$ cat config.mk
export PLATFORM = sky130hd
export DESIGN_NAME = scsa_ctrl
export DESIGN_NICKNAME = d
export VERILOG_FILES = /design/src/hw/rtl/scsa_pkg.sv /design/src/hw/rtl/scsa_ctrl.sv
export SDC_FILE = /design/constraint.sdc
export NUM_CORES = 1
export LEC_CHECK = 0
export BUFFER_PORTS_ARGS = -buffer_cell sky130_fd_sc_hd__buf_2
export CORE_UTILIZATION = 35
export CTS_CLUSTER_DIAMETER = 120
export DETAILED_ROUTE_END_ITERATION = 10
export PLACE_DENSITY = 0.71
export SKIP_CTS_REPAIR_TIMING = 1
export SLEW_MARGIN = 30
export SYNTH_ARGS = -nofsm -noshare
export SYNTH_HDL_FRONTEND = slang
export SYNTH_SLANG_ARGS = --single-unit
$ cat constraint.sdc
create_clock -name clk -period 1.4 [get_ports clk]
set_input_delay 0.28 -clock clk [delete_from_list [all_inputs] [get_ports clk]]
set_output_delay 0.28 -clock clk [all_outputs]
set_load 0.05 [all_outputs]
$ cat src/hw/rtl/scsa_pkg.sv
package scsa_pkg;

    typedef enum logic [2:0] {
        ST_OK       = 3'd0,
        ST_TOO_BIG  = 3'd1,
        ST_EXHAUST  = 3'd2,
        ST_CORRUPT  = 3'd3,
        ST_EMPTY    = 3'd4,
        ST_META     = 3'd5,
        ST_UNOWNED  = 3'd6
    } status_t;

    typedef enum logic [0:0] {
        CMD_ALLOC = 1'b0,
        CMD_FREE  = 1'b1
    } cmd_t;

    typedef enum logic [3:0] {
        S_IDLE,
        S_SCAN_RD,
        S_SCAN_CHK,
        S_POP_RD,
        S_POP_WR,
        S_CLAIM,
        S_BUILD,
        S_FREE_RD,
        S_FREE_CHK,
        S_DONE
    } state_t;

    localparam int unsigned PAGE_BYTES = 4096;
    localparam logic [3:0] UNOWNED = 4'd8;

    // commands from controller to datapath
    typedef struct packed {
        logic load;       // capture input item
        logic meta_rd;    // read page metadata at scan/free page
        logic scan_inc;   // advance scan pointer
        logic link_rd;    // read link of current head
        logic pop_wr;     // update page after pop
        logic claim_wr;   // claim new page
        logic build_wr;   // write one link of the new page
        logic free_wr;    // push freed slot
        logic set_res;    // latch result
        status_t res_st;
        logic clear_ptr;  // reset scan/build pointers
    } cmd_bus_t;

    // status from datapath to controller
    typedef struct packed {
        logic is_free;
        logic too_big;
        logic scan_end;
        logic pool_full;
        logic page_match;
        logic head_bad;
        logic build_end;
        logic f_unowned;
        logic f_empty;
        logic f_meta;
    } stat_bus_t;

    // block size in bytes of a class: 8 shifted left by the class
    function automatic logic [10:0] blk_size(input logic [2:0] c);
        blk_size = 11'd8 << c;
    endfunction

endpackage

$ cat src/hw/rtl/scsa_ctrl.sv
module scsa_ctrl
(
    input  logic               clk,
    input  logic               rst_n,
    input  logic               in_valid,
    output logic               in_ready,
    output logic               out_valid,
    input  logic               out_ready,
    input  scsa_pkg::stat_bus_t st,
    output scsa_pkg::cmd_bus_t  cmd
);

    scsa_pkg::state_t state_reg, state_next;

    // hold state
    always_ff @(posedge clk or negedge rst_n)
    begin
        if (!rst_n)
        begin
            state_reg <= scsa_pkg::S_IDLE;
        end
        else
        begin
            state_reg <= state_next;
        end
    end

    // next state and commands
    always_comb
    begin
        state_next = state_reg;
        cmd = '0;
        cmd.res_st = scsa_pkg::ST_OK;
        in_ready = 1'b0;
        out_valid = 1'b0;
        unique case (state_reg)
            scsa_pkg::S_IDLE:
            begin
                in_ready = 1'b1;
                if (in_valid)
                begin
                    cmd.load = 1'b1;
                    cmd.clear_ptr = 1'b1;
                    state_next = scsa_pkg::S_SCAN_RD;
                end
            end
            scsa_pkg::S_SCAN_RD:
            begin
                if (st.is_free)
                begin
                    cmd.meta_rd = 1'b1;
                    state_next = scsa_pkg::S_FREE_RD;
                end
                else if (st.too_big)
                begin
                    cmd.set_res = 1'b1;
                    cmd.res_st = scsa_pkg::ST_TOO_BIG;
                    state_next = scsa_pkg::S_DONE;
                end
                else if (st.scan_end)
                begin
                    if (st.pool_full)
                    begin
                        cmd.set_res = 1'b1;
                        cmd.res_st = scsa_pkg::ST_EXHAUST;
                        state_next = scsa_pkg::S_DONE;
                    end
                    else
                    begin
                        state_next = scsa_pkg::S_CLAIM;
                    end
                end
                else
                begin
                    cmd.meta_rd = 1'b1;
                    state_next = scsa_pkg::S_SCAN_CHK;
                end
            end
            scsa_pkg::S_SCAN_CHK:
            begin
                if (!st.page_match)
                begin
                    cmd.scan_inc = 1'b1;
                    state_next = scsa_pkg::S_SCAN_RD;
                end
                else if (st.head_bad)
                begin
                    cmd.set_res = 1'b1;
                    cmd.res_st = scsa_pkg::ST_CORRUPT;
                    state_next = scsa_pkg::S_DONE;
                end
                else
                begin
                    cmd.link_rd = 1'b1;
                    state_next = scsa_pkg::S_POP_RD;
                end
            end
            scsa_pkg::S_POP_RD:
            begin
                state_next = scsa_pkg::S_POP_WR;
            end
            scsa_pkg::S_POP_WR:
            begin
                cmd.pop_wr = 1'b1;
                cmd.set_res = 1'b1;
                state_next = scsa_pkg::S_DONE;
            end
            scsa_pkg::S_CLAIM:
            begin
                cmd.claim_wr = 1'b1;
                cmd.set_res = 1'b1;
                state_next = scsa_pkg::S_BUILD;
            end
            scsa_pkg::S_BUILD:
            begin
                if (st.build_end)
                begin
                    state_next = scsa_pkg::S_DONE;
                end
                else
                begin
                    cmd.build_wr = 1'b1;
                end
            end
            scsa_pkg::S_FREE_RD:
            begin
                state_next = scsa_pkg::S_FREE_CHK;
            end
            scsa_pkg::S_FREE_CHK:
            begin
                cmd.set_res = 1'b1;
                state_next = scsa_pkg::S_DONE;
                priority if (st.f_unowned)
                begin
                    cmd.res_st = scsa_pkg::ST_UNOWNED;
                end
                else if (st.f_empty)
                begin
                    cmd.res_st = scsa_pkg::ST_EMPTY;
                end
                else if (st.f_meta)
                begin
                    cmd.res_st = scsa_pkg::ST_META;
                end
                else
                begin
                    cmd.free_wr = 1'b1;
                end
            end
            scsa_pkg::S_DONE:
            begin
                out_valid = 1'b1;
                if (out_ready)
                begin
                    state_next = scsa_pkg::S_IDLE;
                end
            end
            default:
            begin
                state_next = scsa_pkg::S_IDLE;
            end
        endcase
    end

    // only one memory write per cycle
    a_one_write: assert property (@(posedge clk) disable iff (!rst_n)
        $countones({cmd.pop_wr, cmd.claim_wr, cmd.build_wr, cmd.free_wr}) <= 1)
        else $error("multiple writes");
    a_out_idle: assert property (@(posedge clk) disable iff (!rst_n)
        out_valid |-> !in_ready)
        else $error("accept while result pending");
    a_done_hold: assert property (@(posedge clk) disable iff (!rst_n)
        (out_valid && !out_ready) |=> out_valid)
        else $error("result dropped");

endmodule

==> run_results.csv, run 1 <==
group,metric,value,unit
placement,numPortBuffers,28,
cts,clockBufferDepth,2,
floorplan,fp.dieW,38.2,µm
sta,worst-ep-kind,"primary output",
outcome,error_line,"[ERROR DPL-0038] Utilization greater than 100%, impossible to legalize",
cts,root_buffer,"clkbuf_4",
yosys,synthesis.area,458,µm²
placement,dpl.hpwl,1.25,mm
yosys,ys_warn_count,0,
cts,cts_buffers,3,
yosys,synth_seq_cells,4,
yosys,synth_enable_flop_cells,0,
floorplan,rows,12,
floorplan,start_util,39.6,%
yosys,synth.distinct_cells,30,
yosys,async_flop_share,100,%
cts,cts.htree.levels,1,
floorplan,ios,29,
cts,cts_sinks,4,
yosys,ys.flop_type,"dfrtp_1",
yosys,postSynthCellCount,62,
yosys,synth_area_per_cell,7.39,µm²
floorplan,die_height,38.2,µm
outcome,status,"did not finish",
outcome,haltStage,"5_1_grt",
yosys,synth.yosys.seq_area_share,21.9,%
yosys,syn_nets,76,
placement,gp_congestion,0.854,
global_routing,grt_max_degree,9,
sta,grt_worst_setup_endpoint,"cmd[3]",
-- cell usage after synthesis, types with 2 or more instances --
cell / count / area (µm²)
a21oi_1: 3 / 15.0
and3b_1: 2 / 17.5
buf_2: 2 / 10.0
buf_6: 2 / 22.5
dfrtp_1: 4 / 100
inv_1: 3 / 11.3
nand2_1: 3 / 11.3
nand2b_1: 3 / 18.8
nand3_1: 4 / 20.0
nor2_1: 7 / 26.3
nor3_1: 8 / 40.0
o21ai_0: 3 / 15.0
-- logic make-up after synthesis --
group           share of synthesized area, %
simple gates                            43.7
compound gates                          21.0
buf+inv                                 11.2
flops                                   21.9
mux                                     2.19
-- stage by stage --
| step | area (µm²) | util [%] | TNS, ns | worst slack [ns] | instances |
|---|---|---|---|---|---|
| global placement | 868 | 75.1 | -3.67 | -0.406 | 124 |
| detailed placement | 868 | 75.1 | -4.13 | -0.435 | 124 |
| floorplan | 579 | - | -4.21 | -0.708 | 62 |
| CTS | 891 | 77.1 | -8.25 | -0.704 | 127 |
==> inputs of run 2 (changes only) <==
- CORE_AREA: unset -> 2 2 63 65
- CORE_UTILIZATION: 35 -> unset
- CTS_CLUSTER_DIAMETER: 120 -> unset
- DIE_AREA: unset -> 0 0 65 67
- PLACE_DENSITY: 0.71 -> unset
- PLACE_DENSITY_LB_ADDON: unset -> 0.15
- clock period: 1.4 -> 1.8 ns (I/O delays scaled with it)
==> run_results.csv, run 2 <==
group,metric,value,unit
outcome,status,"finished with violations",
outcome,violations,"negative setup slack",
final_layout,diodes,0,
cts,root_buffer,"clkbuf_8",
route,vias,666,
yosys,postSynthCellCount,62,
sta,clock_skew,0.00229,ns
sta,whs,0.473,ns
global_routing,grt_usage,8.48,%
pwr,power.total,1.83,mW
yosys,synth_enable_flop_cells,0,
floorplan,die_height,67,µm
job,maxCapViolCount,0,
final_layout,final_common_cell,"buf_4",
global_routing,antenna_found_initial,0,
final_layout,largest_reg_flops,4,
yosys,synth_area_leaders,"dfrtp_1 (22%), nor3_1 (8.7%), nor2_1 (5.7%), buf_6 (4.9%), nand3_1 (4.4%)",
final_layout,drive_gt1_share,70.0,%
sta,fin_crit,1.92,ns
setup_path,critPathKind,"flip-flop to primary output",
route,first_pass_iters,4,
yosys,synth_fa_ha_area_share,0,%
floorplan,core_area,3610,µm²
yosys,yosysMostFrequentCell,"nor3_1",
setup_path,crit_arrival,1.56,ns
sta,rsz0062_at_grt,"true",
worst_hold_path,hp-class,"input pin to flip-flop",
pwr,power.density,1700,nW/µm²
cts,cts_tree,"yes",
global_routing,grt.overflow.total,0,
sta,worst_pin_slew,0.318,ns
yosys,ys_warn_count,0,
yosys,ys.flop_type,"dfrtp_1",
cts,clockBufferDepth,2,
route,wl_per_cell,12.0,µm
setup_path,setup.worst_path.end_class,"primary output",
floorplan,die-area,4360,µm²
final_layout,final_nets,126,
global_routing,grt_max_degree,8,
route,drtIter0Drc,7,
floorplan,start_util,12.7,%
placement,placed_area,812,µm²
global_routing,grt_pass1_vias,647,
route,avgViaCountPerCell,4.22,
sta,max_freq,0.521,GHz
cts,clock_latency,0.22,ns
global_routing,grt_pass1_wl,2.79,mm
yosys,synth_top_area_share,21.9,%
yosys,synthesis.area,458,µm²
yosys,synth_area_leader_cell,"dfrtp_1",
sta,slew_violations,0,
cts,cts.htree.levels,1,
placement,dp_cells,153,
yosys,synthSimpleGateAreaFrac,43.7,%
yosys,synth_seq_cells,4,
yosys,synthMuxAreaShare,2.19,%
placement,numPortBuffers,28,
yosys,synth_top_family_by_area,"simple AND/OR/NAND/NOR gates",
sta,period_share,107,%
yosys,synth_compound_area_share,21.0,%
cts,cts_buffers,3,
route,drtAntennaViolNets,0,
yosys,synth_commonest_cells,"nor3_1 (8), nor2_1 (7), dfrtp_1 (4), nand3_1 (4)",
yosys,async_flop_share,100,%
route,wl,1.89,mm
final_layout,final_cell_mix,"buf_4 (19), buf_2 (13), buf_6 (9)",
final_layout,fin_area,1070,µm²
yosys,synth.yosys.seq_area_share,21.9,%
sta,setup_ws,-0.121,ns
final_layout,area_delta_synth_final,134,%
placement,dpl.hpwl,1.50,mm
yosys,syn_nets,76,
setup_path,path_max_fanout,5,
placement,gp_congestion,0.703,
route,drc,0,
sta,hold_violations,0,
floorplan,ios,29,
setup_path,cp_data_required_time,1.44,ns
pwr,p_leak,0.492,nW
setup_path,start_kind,"flip-flop",
cts,clkTransAtPathRegs,0.03,ns
final_layout,final_cells,158,
floorplan,fp.dieW,65,µm
yosys,synthXorXnorAreaFrac,0,%
pwr,ir_drop,0.000392,V
floorplan,rows,22,
placement,post-place-ws,-0.0683,ns
sta,setup_viol,9,
yosys,synth_area_per_cell,7.39,µm²
sta,slew_headroom,78.5,%
cts,cts_sinks,4,
yosys,synth.distinct_cells,30,
==> run 2: path summary, 6_finish.rpt <==
path | startpoint | endpoint | slack (ns) | cells past startpoint
worst max-delay path | state_reg[2]$_DFFE_PN0P_ | cmd[4] | -0.12 | 6
worst min-delay path | out_ready | state_reg[0]$_DFFE_PN0P_ | 0.47 | 3
worst max register to register | state_reg[1]$_DFFE_PN0P_ | state_reg[3]$_DFFE_PN0P_ | 0.23 | 5
worst min register to register | state_reg[3]$_DFFE_PN0P_ | state_reg[2]$_DFFE_PN0P_ | 0.59 | 2
max in group asynchronous | rst_n | state_reg[1]$_DFFE_PN0P_ | 1.19 | 2
min in group asynchronous | rst_n | state_reg[2]$_DFFE_PN0P_ | 0.48 | 2
==> run 2: final cells by class <==
class                      count  area (µm²)
sequential                     4         103
fill                         398        2530
timing repair buffer          50         432
tap                           48        60.1
inverter                       3        11.3
clock buffer                   3        41.3
multi-input combinational     50         427
==> run 2: per-stage QoR <==
step | TNS [ns] | util (%)
after floorplan | -0.730 | -
after global placement | -0.127 | 22.5
after detailed placement | -0.163 | 22.5
after CTS | -2.46 | 23.7
after global routing | -1.41 | 29.8
final | -0.760 | 29.8
==> run 2: per-layer routing <==
layer | track usage, % | share of wire, %
met1 | 10.4 | 42
met2 | 14.3 | 52
met3 | 1.01 | 4.9
met4 | 4.79 | 1.0
met5 | 0 | 0
==> run 2: power by group <==
part / total (mW) / internal [mW] / leakage (nW) / switching [mW]
clock network: 0.186 / 0.142 / 0.0216 / 0.0435
registers: 0.192 / 0.135 / 0.0481 / 0.0569
logic: 1.45 / 0.656 / 0.422 / 0.792
total: 1.83 / 0.933 / 0.492 / 0.893
==> run 2: logic make-up after synthesis <==
family | count (synthesis)
simple gates | 35
compound gates | 14
buf+inv | 8
flops | 4
mux | 1
==> run 2: worst max-delay path, cell delays in order (launching register included) <==
cell and delay (ns):
dfrtp_1 0.38, or2_4 0.30, nor4_4 0.22, a311oi_1 0.07
buf_4 0.15, o21ai_2 0.05, buf_6 0.17
(Power assumes the default switching activity.)
==> inputs of run 3 (changes only) <==
- CTS_BUF_LIST: unset -> sky130_fd_sc_hd__clkbuf_8
- PLACE_DENSITY: unset -> 0.38
- PLACE_DENSITY_LB_ADDON: 0.15 -> unset
==> run_results.csv, run 3 (synthesis results as in run 2) <==
group,metric,value,unit
placement,dpl.hpwl,1.41,mm
final_layout,fin_util,29.7,%
sta,slew_headroom,77.3,%
setup_path,start_kind,"flip-flop",
route,drtIter0Drc,17,
sta,rsz0062_at_grt,"true",
final_layout,diodes,0,
setup_path,critPathKind,"flip-flop to primary output",
setup_path,ff2ff_setup_slack,0.18,ns
cts,cts.htree.levels,1,
global_routing,grt_pass1_wl,2.74,mm
sta,worst_pin_slew,0.338,ns
cts,clkTransAtPathRegs,0.03,ns
route,wl_per_cell,11.8,µm
final_layout,area_delta_synth_final,134,%
pwr,power.total,1.77,mW
global_routing,grt.overflow.total,0,
global_routing,grt_usage,8.59,%
placement,placed_area,782,µm²
final_layout,largest_reg_flops,4,
floorplan,die-area,4360,µm²
cts,cts_tree,"yes",
setup_path,crit_start,"state_reg[1]$_DFFE_PN0P_",
cts,clock_latency,0.23,ns
route,drtAntennaViolNets,0,
pwr,power.density,1660,nW/µm²
placement,numPortBuffers,28,
floorplan,fp.dieW,65,µm
cts,cts_sinks,4,
sta,clock_skew,0.00162,ns
floorplan,core_area,3610,µm²
pwr,p_leak,0.486,nW
route,avgViaCountPerCell,4.31,
setup_path,cp_data_required_time,1.44,ns
sta,max_freq,0.527,GHz
global_routing,grt_pass1_vias,635,
pwr,ir_drop,0.000456,V
setup_path,setup.worst_path.end_class,"primary output",
setup_path,crit_path_end,"cmd[4]",
setup_path,r2r-start,"state_reg[0]$_DFFE_PN0P_",
floorplan,start_util,12.7,%
final_layout,fin_area,1070,µm²
cts,root_buffer,"clkbuf_8",
sta,slew_violations,0,
route,vias,673,
outcome,status,"finished with violations",
setup_path,r2r_end,"state_reg[1]$_DFFE_PN0P_",
placement,gp_congestion,0.771,
floorplan,ios,29,
setup_path,r2r_cells,7,
final_layout,final_cell_mix,"buf_4 (16), buf_2 (15), buf_8 (8)",
floorplan,die_height,67,µm
setup_path,crit_arrival,1.54,ns
final_layout,final_common_cell,"buf_4",
route,first_pass_iters,3,
global_routing,grt_max_degree,7,
worst_hold_path,hp-class,"input pin to flip-flop",
global_routing,antenna_found_initial,0,
sta,hold_violations,0,
setup_path,path_max_fanout,5,
route,drc,0,
sta,period_share,105,%
sta,fin_crit,1.90,ns
route,wl,1.84,mm
sta,setup_viol,9,
job,maxCapViolCount,0,
sta,setup_ws,-0.0960,ns
cts,clockBufferDepth,2,
floorplan,rows,22,
final_layout,drive_gt1_share,71.3,%
outcome,violations,"negative setup slack",
cts,cts_buffers,3,
final_layout,final_nets,124,
[run 3: worst min-delay path by stage]
| stage | depth (start not counted) | end | from | slack, ns |
|---|---|---|---|---|
| 2_1_floorplan | 0 | state_reg[0]$_DFFE_PN0P_ | rst_n | 0.06 |
| 3_3_place_gp | 1 | state_reg[1]$_DFFE_PN0P_ | rst_n | 0.18 |
| 3_5_place_dp | 1 | state_reg[1]$_DFFE_PN0P_ | rst_n | 0.18 |
| 4_1_cts | 1 | state_reg[1]$_DFFE_PN0P_ | rst_n | -0.06 |
| 5_1_grt | 3 | state_reg[3]$_DFFE_PN0P_ | out_ready | 0.48 |
| 6_report | 3 | state_reg[3]$_DFFE_PN0P_ | out_ready | 0.46 |
[run 3: power by group]
group | internal, mW | switching [mW] | total (mW)
Sequential | 0.135 | 0.0635 | 0.198
Combinational | 0.607 | 0.767 | 1.37
Clock | 0.144 | 0.0577 | 0.201
Total | 0.885 | 0.888 | 1.77
[run 3: final cells by class]
| type | instances | area (µm²) |
|---|---|---|
| inverter | 3 | 11.3 |
| sequential | 4 | 103 |
| tap | 48 | 60.1 |
| multi-input combinational | 50 | 444 |
| clock buffer | 3 | 41.3 |
| fill | 366 | 2530 |
| timing repair buffer | 48 | 412 |
[run 3: metrics by stage]
stage / std cells / worst slack (ns) / hold WS, ns / setup TNS, ns
floorplan: 62 / -0.388 / 0.0644 / -0.730
global placement: 149 / -0.0490 / 0.179 / -0.0818
detailed placement: 149 / -0.0799 / 0.182 / -0.186
CTS: 152 / -0.315 / -0.0579 / -2.52
global route: 156 / -0.164 / 0.476 / -1.33
finish: 156 / -0.0960 / 0.461 / -0.668
[run 3: metal layers]
metal	global-route usage (%)	up-vias	wire, µm
li1	-	322	-
met1	9.79	324	759
met2	13.9	24	965
met3	2.03	3	84
met4	6.38	0	30
met5	0	-	0
[run 3: critical path, stage by stage (launching register included)]
cell      delay (ns)
dfrtp_2         0.45
nand2b_4        0.20
nor4_4          0.29
a311oi_2        0.09
o21ai_2         0.09
buf_6           0.17
==> inputs of run 4 (changes only) <==
- TNS_END_PERCENT: unset -> 5
==> run_results.csv, run 4 (synthesis results as in run 2) <==
group,metric,value,unit
outcome,status,"finished with violations",
outcome,violations,"negative setup slack",
sta,max_freq,0.520,GHz
setup_path,slowest_delay,0.40,ns
sta,whs,0.470,ns
global_routing,grt_max_degree,7,
route,drtAntennaViolNets,0,
cts,cts_buffers,3,
worst_hold_path,worstHoldStart,"out_ready",
setup_path,setup.worst_path.end_class,"primary output",
pwr,power.total,1.81,mW
cts,cts_tree,"yes",
floorplan,die-area,4360,µm²
cts,clkTransAtPathRegs,0.03,ns
pwr,p_clk_share,10.6,%
pwr,ir_drop,0.000535,V
pwr,power_switching_share,48.8,%
setup_path,critPathKind,"flip-flop to primary output",
placement,gp_congestion,0.732,
final_layout,largest_reg_flops,4,
sta,worst_pin_slew,0.322,ns
sta,rsz0062_at_grt,"true",
placement,numPortBuffers,28,
cts,clock_latency,0.22,ns
floorplan,fp.dieW,65,µm
sta,period_share,107,%
floorplan,start_util,12.7,%
sta,setup_ws,-0.123,ns
cts,cts_sinks,4,
route,avgViaCountPerCell,4.24,
cts,cts.htree.levels,1,
setup_path,cp_num_buf_inv,1,
route,wl_per_cell,12.3,µm
cts,clockBufferDepth,2,
floorplan,die_height,67,µm
global_routing,grt_pass1_wl,2.79,mm
pwr,share_comb_of_total_power,78.9,%
setup_path,crit_arrival,1.56,ns
job,maxCapViolCount,0,
pwr,p_leak,0.491,nW
setup_path,crit_start,"state_reg[2]$_DFFE_PN0P_",
setup_path,cp_top_family,"simple AND/OR/NAND/NOR gates",
final_layout,final_cell_mix,"buf_4 (27), buf_2 (13), buf_6 (9)",
floorplan,rows,22,
global_routing,grt.overflow.total,0,
sta,slew_violations,0,
setup_path,start_kind,"flip-flop",
global_routing,grt_usage,8.38,%
sta,fin_crit,1.92,ns
setup_path,path_max_fanout,5,
final_layout,diodes,0,
setup_path,path_cells,"or2_4 > nor4_4 > a311oi_2 > o21ai_1 > buf_6",
final_layout,drive_gt1_share,65.8,%
worst_hold_path,hp-class,"input pin to flip-flop",
pwr,p_int,0.926,mW
floorplan,ios,29,
final_layout,area_delta_synth_final,129,%
route,vias,687,
setup_path,cp_data_required_time,1.44,ns
placement,post-place-ws,-0.146,ns
sta,slew_headroom,78.4,%
final_layout,final_common_cell,"buf_4",
route,drc,0,
cts,root_buffer,"clkbuf_8",
route,first_pass_iters,4,
sta,hold_violations,0,
final_layout,final_nets,130,
floorplan,core_area,3610,µm²
setup_path,cpMaxStageDelayCell,"dfrtp_1",
sta,clock_skew,0.00319,ns
pwr,p_switching,0.880,mW
pwr,power.density,1720,nW/µm²
route,wl,1.99,mm
route,drtIter0Drc,11,
pwr,p_seq_share,10.5,%
global_routing,antenna_found_initial,0,
setup_path,r2r-start,"state_reg[1]$_DFFE_PN0P_",
sta,setup_viol,13,
placement,dpl.hpwl,1.42,mm
global_routing,grt_pass1_vias,662,
## run 4: worst reg2reg max path: cells and delay by family, from the launching register on
kind | cells | cell delay (ns)
and+or+nand+nor | 2 | 0.57
buffers and inverters | 2 | 0.29
AOI/OAI and AO/OA | 2 | 0.33
DFF | 1 | 0.45
## run 4: routing by layer
metal / global-route usage [%] / vias up / routed length, µm
met5: 0 / - / 0
met4: 3.19 / 0 / 27
met3: 2.36 / 2 / 129
met2: 14.2 / 32 / 961
met1: 10.0 / 322 / 875
li1: - / 331 / -
## run 4: power groups by stage
stage | logic [mW] | clock network, mW | registers, mW
2_1_floorplan | 0.775 | 0 | 0.175
3_3_place_gp | 1.07 | 0 | 0.185
3_5_place_dp | 1.06 | 0 | 0.185
4_1_cts | 1.06 | 0.196 | 0.184
5_1_grt | 1.50 | 0.202 | 0.194
6_report | 1.43 | 0.192 | 0.189
## run 4: path summary, 6_finish.rpt
path | slack (ns) | endpoint | depth (start not counted)
setup / recovery | -0.12 | cmd[4] | 5
hold / removal | 0.47 | state_reg[0]$_DFFE_PN0P_ | 3
setup reg to reg | 0.06 | state_reg[3]$_DFFE_PN0P_ | 6
hold reg to reg | 0.59 | state_reg[2]$_DFFE_PN0P_ | 2
max in group asynchronous | 1.18 | state_reg[0]$_DFFE_PN0P_ | 2
min in group asynchronous | 0.50 | state_reg[1]$_DFFE_PN0P_ | 2
## run 4: through the flow
stage / instances / cell area [µm²] / setup TNS (ns) / util, %
floorplan: 62 / 498 / -1.35 / -
global placement: 150 / 769 / -0.120 / 21.3
detailed placement: 150 / 769 / -0.273 / 21.3
CTS: 153 / 811 / -2.72 / 22.5
global route: 162 / 1050 / -1.73 / 29.1
finish: 162 / 1050 / -0.946 / 29.1
## run 4: cell type report
cell class | instances | area [µm²]
clock buffers | 3 | 41.3
fillers | 397 | 2560
inverters | 3 | 11.3
multi-input cells | 50 | 395
flip-flops and latches | 4 | 103
well taps | 48 | 60.1
repair buffers | 54 | 439
